<file path="config.mk">
export PLATFORM = sky130hd
export DESIGN_NAME = xxh_mul
export DESIGN_NICKNAME = d
export VERILOG_FILES = /design/src/rtl/xxh_pkg.sv /design/src/rtl/xxh_mul.sv
export SDC_FILE = /design/constraint.sdc
export NUM_CORES = 2
export LEC_CHECK = 0
export BUFFER_PORTS_ARGS = -buffer_cell sky130_fd_sc_hd__buf_2
export CORE_MARGIN = 5
export CORE_UTILIZATION = 59
export CTS_BUF_LIST = sky130_fd_sc_hd__clkbuf_4 sky130_fd_sc_hd__clkbuf_8
export DETAILED_ROUTE_END_ITERATION = 12
export GPL_TIMING_DRIVEN = 1
export MAX_ROUTING_LAYER = met4
export PLACE_DENSITY = 0.86
export REMOVE_ABC_BUFFERS = 1
export SLEW_MARGIN = 0
export SYNTH_ARGS = -nofsm -noshare
export SYNTH_HDL_FRONTEND = slang
export SYNTH_SLANG_ARGS = --single-unit
</file>
<file path="constraint.sdc">
create_clock -name clk_i -period 8.65 [get_ports clk_i]
set_clock_uncertainty 0.1 [all_clocks]
set_input_delay 0.865 -clock clk_i [delete_from_list [all_inputs] [get_ports clk_i]]
set_output_delay 0.865 -clock clk_i [all_outputs]
set_load 0.01 [all_outputs]
</file>
<file path="src/rtl/xxh_pkg.sv">
// Shared constants, types and helper functions for the xxHash64 digest.
package xxh_pkg;

  localparam logic [63:0] P1 = 64'h9E3779B185EBCA87;
  localparam logic [63:0] P2 = 64'hC2B2AE3D27D4EB4F;
  localparam logic [63:0] P3 = 64'h165667B19E3779F9;
  localparam logic [63:0] P4 = 64'h85EBCA77C2B2AE63;
  localparam logic [63:0] P5 = 64'h27D4EB2F165667C5;
  localparam logic [63:0] P1_P2 = P1 + P2;

  localparam logic [5:0] ROT_ROUND = 6'd31;
  localparam logic [5:0] ROT_FOLD8 = 6'd27;
  localparam logic [5:0] ROT_FOLD4 = 6'd23;
  localparam logic [5:0] ROT_BYTE  = 6'd11;
  localparam logic [5:0] SHR_AV1   = 6'd33;
  localparam logic [5:0] SHR_AV2   = 6'd29;
  localparam logic [5:0] SHR_AV3   = 6'd32;

  localparam logic [3:0] WORD_BYTES = 4'd8;
  localparam logic [3:0] HALF_BYTES = 4'd4;

  typedef struct packed {
    logic        start;
    logic [63:0] a;
    logic [63:0] b;
  } mul_req_t;

  typedef struct packed {
    logic        done;
    logic [63:0] p;
  } mul_rsp_t;

  function automatic logic [63:0] rotl64(input logic [63:0] v, input logic [5:0] r);
    rotl64 = (v << r) | (v >> (7'd64 - {1'b0, r}));
  endfunction

  function automatic logic [5:0] merge_rot(input logic [1:0] idx);
    case (idx)
      2'd0:    merge_rot = 6'd1;
      2'd1:    merge_rot = 6'd7;
      2'd2:    merge_rot = 6'd12;
      default: merge_rot = 6'd18;
    endcase
  endfunction

  function automatic logic [63:0] lane_init(input logic [63:0] s, input logic [1:0] idx);
    case (idx)
      2'd0:    lane_init = s + P1_P2;
      2'd1:    lane_init = s + P2;
      2'd2:    lane_init = s;
      default: lane_init = s - P1;
    endcase
  endfunction

endpackage

</file>
<file path="src/rtl/xxh_mul.sv">
// Shared iterative 64x64 multiplier, low 64 bits, one 32x32 partial product per cycle.
module xxh_mul (
  input  logic              clk_i,
  input  logic              rst_ni,
  input  xxh_pkg::mul_req_t req_i,
  output xxh_pkg::mul_rsp_t rsp_o
);

  logic        busy_q;
  logic [1:0]  step_q;
  logic        done_q;
  logic [63:0] a_q;
  logic [63:0] b_q;
  logic [63:0] prod_q;
  logic [63:0] acc_q;
  logic [31:0] op_x;
  logic [31:0] op_y;
  logic [63:0] prod_d;

  always_comb begin
    case (step_q)
      2'd0: begin
        op_x = a_q[31:0];
        op_y = b_q[31:0];
      end
      2'd1: begin
        op_x = a_q[31:0];
        op_y = b_q[63:32];
      end
      2'd2: begin
        op_x = a_q[63:32];
        op_y = b_q[31:0];
      end
      default: begin
        op_x = a_q[31:0];
        op_y = b_q[31:0];
      end
    endcase
    prod_d = op_x * op_y;
  end

  always_ff @(posedge clk_i or negedge rst_ni) begin
    if (!rst_ni) begin
      busy_q <= 1'b0;
      step_q <= 2'd0;
      done_q <= 1'b0;
    end else begin
      done_q <= 1'b0;
      if (req_i.start) begin
        busy_q <= 1'b1;
        step_q <= 2'd0;
      end else if (busy_q) begin
        step_q <= step_q + 2'd1;
        if (step_q == 2'd3) begin
          busy_q <= 1'b0;
          done_q <= 1'b1;
        end
      end
    end
  end

  always_ff @(posedge clk_i) begin
    if (req_i.start) begin
      a_q <= req_i.a;
      b_q <= req_i.b;
    end else if (busy_q) begin
      prod_q <= prod_d;
      case (step_q)
        2'd1:    acc_q <= prod_q;
        2'd2:    acc_q <= acc_q + {prod_q[31:0], 32'h0};
        2'd3:    acc_q <= acc_q + {prod_q[31:0], 32'h0};
        default: acc_q <= acc_q;
      endcase
    end
  end

  assign rsp_o.done = done_q;
  assign rsp_o.p    = acc_q;

endmodule

</file>
==> impl_metrics.json <==
{
  "max_stage_delay_ns": 0.60,
  "ys_types": 68,
  "netlist_area_um2": 43100,
  "grt_pass1_wl_mm": 216.4,
  "worstRegToRegCells": 31,
  "synth_edf_count": 256,
  "grt.total_usage_pct": 38.23,
  "hold_class": "in2reg",
  "drt_iter0_drc": 3625,
  "path_clk_slew_ns": 0.08,
  "row_count": 99,
  "die_h_um": 280.3,
  "h-tree-depth": 2,
  "crit_type": "reg2reg",
  "cts_tree": "built",
  "wl_per_cell_um": 25.15,
  "cts.sinks": 260,
  "portBuffers": 195,
  "worstMarginPinSlew_ns": 1.063,
  "avgSynthCellArea_um2": 9.797,
  "antenna_found_initial": 8,
  "gp_congestion": 1.098,
  "cts_buffers": 46,
  "seq_area_frac_synth_pct": 18.07,
  "clockBufferDepth": 3,
  "gr-total-overflow": 0,
  "worstPathMaxFanout": 9,
  "async_flop_share_pct": 1.538,
  "totalWireLength_mm": 146.6,
  "finalWorstSetupSlack_ns": 0.03192,
  "relSlewSlack_pct": 29.10,
  "rrSetupSlack_ns": 0.03,
  "fin_hold_ws_ns": 0.2355,
  "yosys.area.top_type_share_pct": 41.67,
  "rsz0062_at_grt": "true",
  "crit_path_end_kind": "flop",
  "fin_nets": 6152,
  "setup_violations": 0,
  "die_area_um2": 78550,
  "fmax_ghz": 0.1160,
  "hold_viol": 0,
  "place_area_um2": 47880,
  "finalMaxSlewViolations": 0,
  "area_delta_synth_final_pct": 15.47,
  "synth.most_common_cell": "inv_1",
  "hold_end": "b_q[63]",
  "hold_depth": 1,
  "crit_family": "adder cells",
  "final_area_um2": 49770,
  "ant_nets": 0,
  "fin_crit_ns": 8.618,
  "post-route-period-util_pct": 99.63,
  "outcome": "finished, final reports clean",
  "netlist_top_cells_count": "inv_1, fa_1, nor2_1",
  "drt_first_pass_iters": 8,
  "layout-drive-gt1-share_pct": 17.00,
  "critPathMostFrequentCell": "fa_1",
  "r2r-end": "prod_q[59]",
  "synth_largest_area_cell": "fa_1",
  "core_um2": 72710,
  "root_buffer": "clkbuf_8",
  "r2r-start": "step_q[0]",
  "crit_required_ns": 8.98,
  "ys_dominant_reg_cell": "edfxtp_1",
  "initial_utilization_pct": 59.27,
  "syn_inst": 4399,
  "ys_ff_latch": 260,
  "drv_cap": 0,
  "drc_errors": 0,
  "min_from": "req_i[63]",
  "dp_slack_ns": -0.08090,
  "grt_pass1_vias": 36840,
  "die_x_um": 280.3,
  "critPathBufInv": 10,
  "post-dp-hpwl_mm": 120.0,
  "synth_area_leaders": "fa_1, edfxtp_1, ha_1, inv_1, nor2_1",
  "cp.arrival_ns": 8.95,
  "clock_latency_ns": 0.70,
  "num_io_pins": 196,
  "drt-vias-per-instance": 5.935,
  "ys_warn_count": 0,
  "critPathLaunchType": "flop",
  "vias": 34600,
  "critPathSlowestCell": "fa_2",
  "fin_util_pct": 68.44,
  "grt_max_degree": 68
}
-- routing by layer --
| layer | wire, um | part of all wire, % | global-route usage, % | up-vias |
|---|---|---|---|---|
| li1 | - | - | - | 14240 |
| met1 | 46830 | 32 | 43.04 | 17050 |
| met2 | 67240 | 46 | 58.50 | 2431 |
| met3 | 18520 | 13 | 11.89 | 879 |
| met4 | 14010 | 9.6 | 26.51 | 0 |
| met5 | 0 | 0 | - | - |
-- worst reg2reg max path: cells and delay by family, from the launching register on --
family          cells  cell delay, ns
fa+ha+maj          10            4.58
buf+inv            10            1.23
simple gates        4            0.83
compound gates      5            0.79
flops               1            0.37
mux                 1            0.33
xor+xnor            1            0.15
-- kinds of logic (layout without fill, tap and decap cells) --
kind of cell | Yosys count | after routing | synth area share (%)
adders and majority gates | 1196 | 1196 | 50.35
muxes | 128 | 128 | 3.159
xor gates and xnor gates | 96 | 96 | 1.951
buffers and inverters | 1100 | 1559 | 9.604
and+or+nand+nor | 1293 | 1293 | 12.05
DFF | 260 | 260 | 18.07
other | 0 | 12 | 0
AOI/OAI and AO/OA | 326 | 326 | 4.819
-- cells in the final DEF (no fill, tap or decap), types with 50 or more instances in the layout --
master / count
edfxtp_1: 256
buf_4: 320
nand2_1: 527
mux2_2: 53
ha_1: 284
a21o_1: 57
fa_1: 886
buf_2: 194
nor2_1: 629
inv_1: 896
o21ai_0: 50
a21oi_1: 114
-- flip-flops by register name (all words and copies together) (netlist names) --
signal and flops:
busy_q 1, acc_q 64, a_q 64, step_q 2
b_q 64, done_q 1, prod_q 64
-- worst max path at each step --
stage	endpoint	slack, ns	from	cells after the start
floorplan	prod_q[62]	-1.76	step_q[1]	27
global placement	prod_q[59]	-0.004	step_q[1]	32
detailed placement	prod_q[59]	-0.08	step_q[0]	29
CTS	prod_q[55]	0.0008	step_q[0]	33
global route	prod_q[62]	-0.17	step_q[0]	33
finish	prod_q[59]	0.03	step_q[0]	31
-- stage by stage --
step	setup TNS (ns)	instances
3_5_place_dp	-0.3548	5704
6_report	0	5829
5_1_grt	-0.9619	5826
3_3_place_gp	-0.003689	5704
4_1_cts	0	5789
2_1_floorplan	-55.38	4197
-- final cells by class --
| type | instances | area, um2 |
|---|---|---|
| Antenna cell | 12 | 30.03 |
| Clock buffer | 53 | 685.7 |
| Clock inverter | 28 | 337.8 |
| Fill cell | 5275 | 22940 |
| Inverter | 898 | 3371 |
| Multi-Input combinational cell | 3039 | 31760 |
| Sequential cell | 260 | 7789 |
| Tap cell | 959 | 1200 |
| Timing Repair Buffer | 580 | 4597 |
-- timing repair --
item | in CTS | in global routing
hold buffers | 1 | 0
pin swaps | 1 | 24
endpoints found under the setup margin | 8 | 22
hold endpoints to repair | 4 | 0
buffers inserted | 4 | 25
gates cloned | 0 | 3
gates resized for setup | 8 | 90
Power is not shown: default switching activity piles up to over one toggle a cycle in this logic, so the estimate is an artifact.
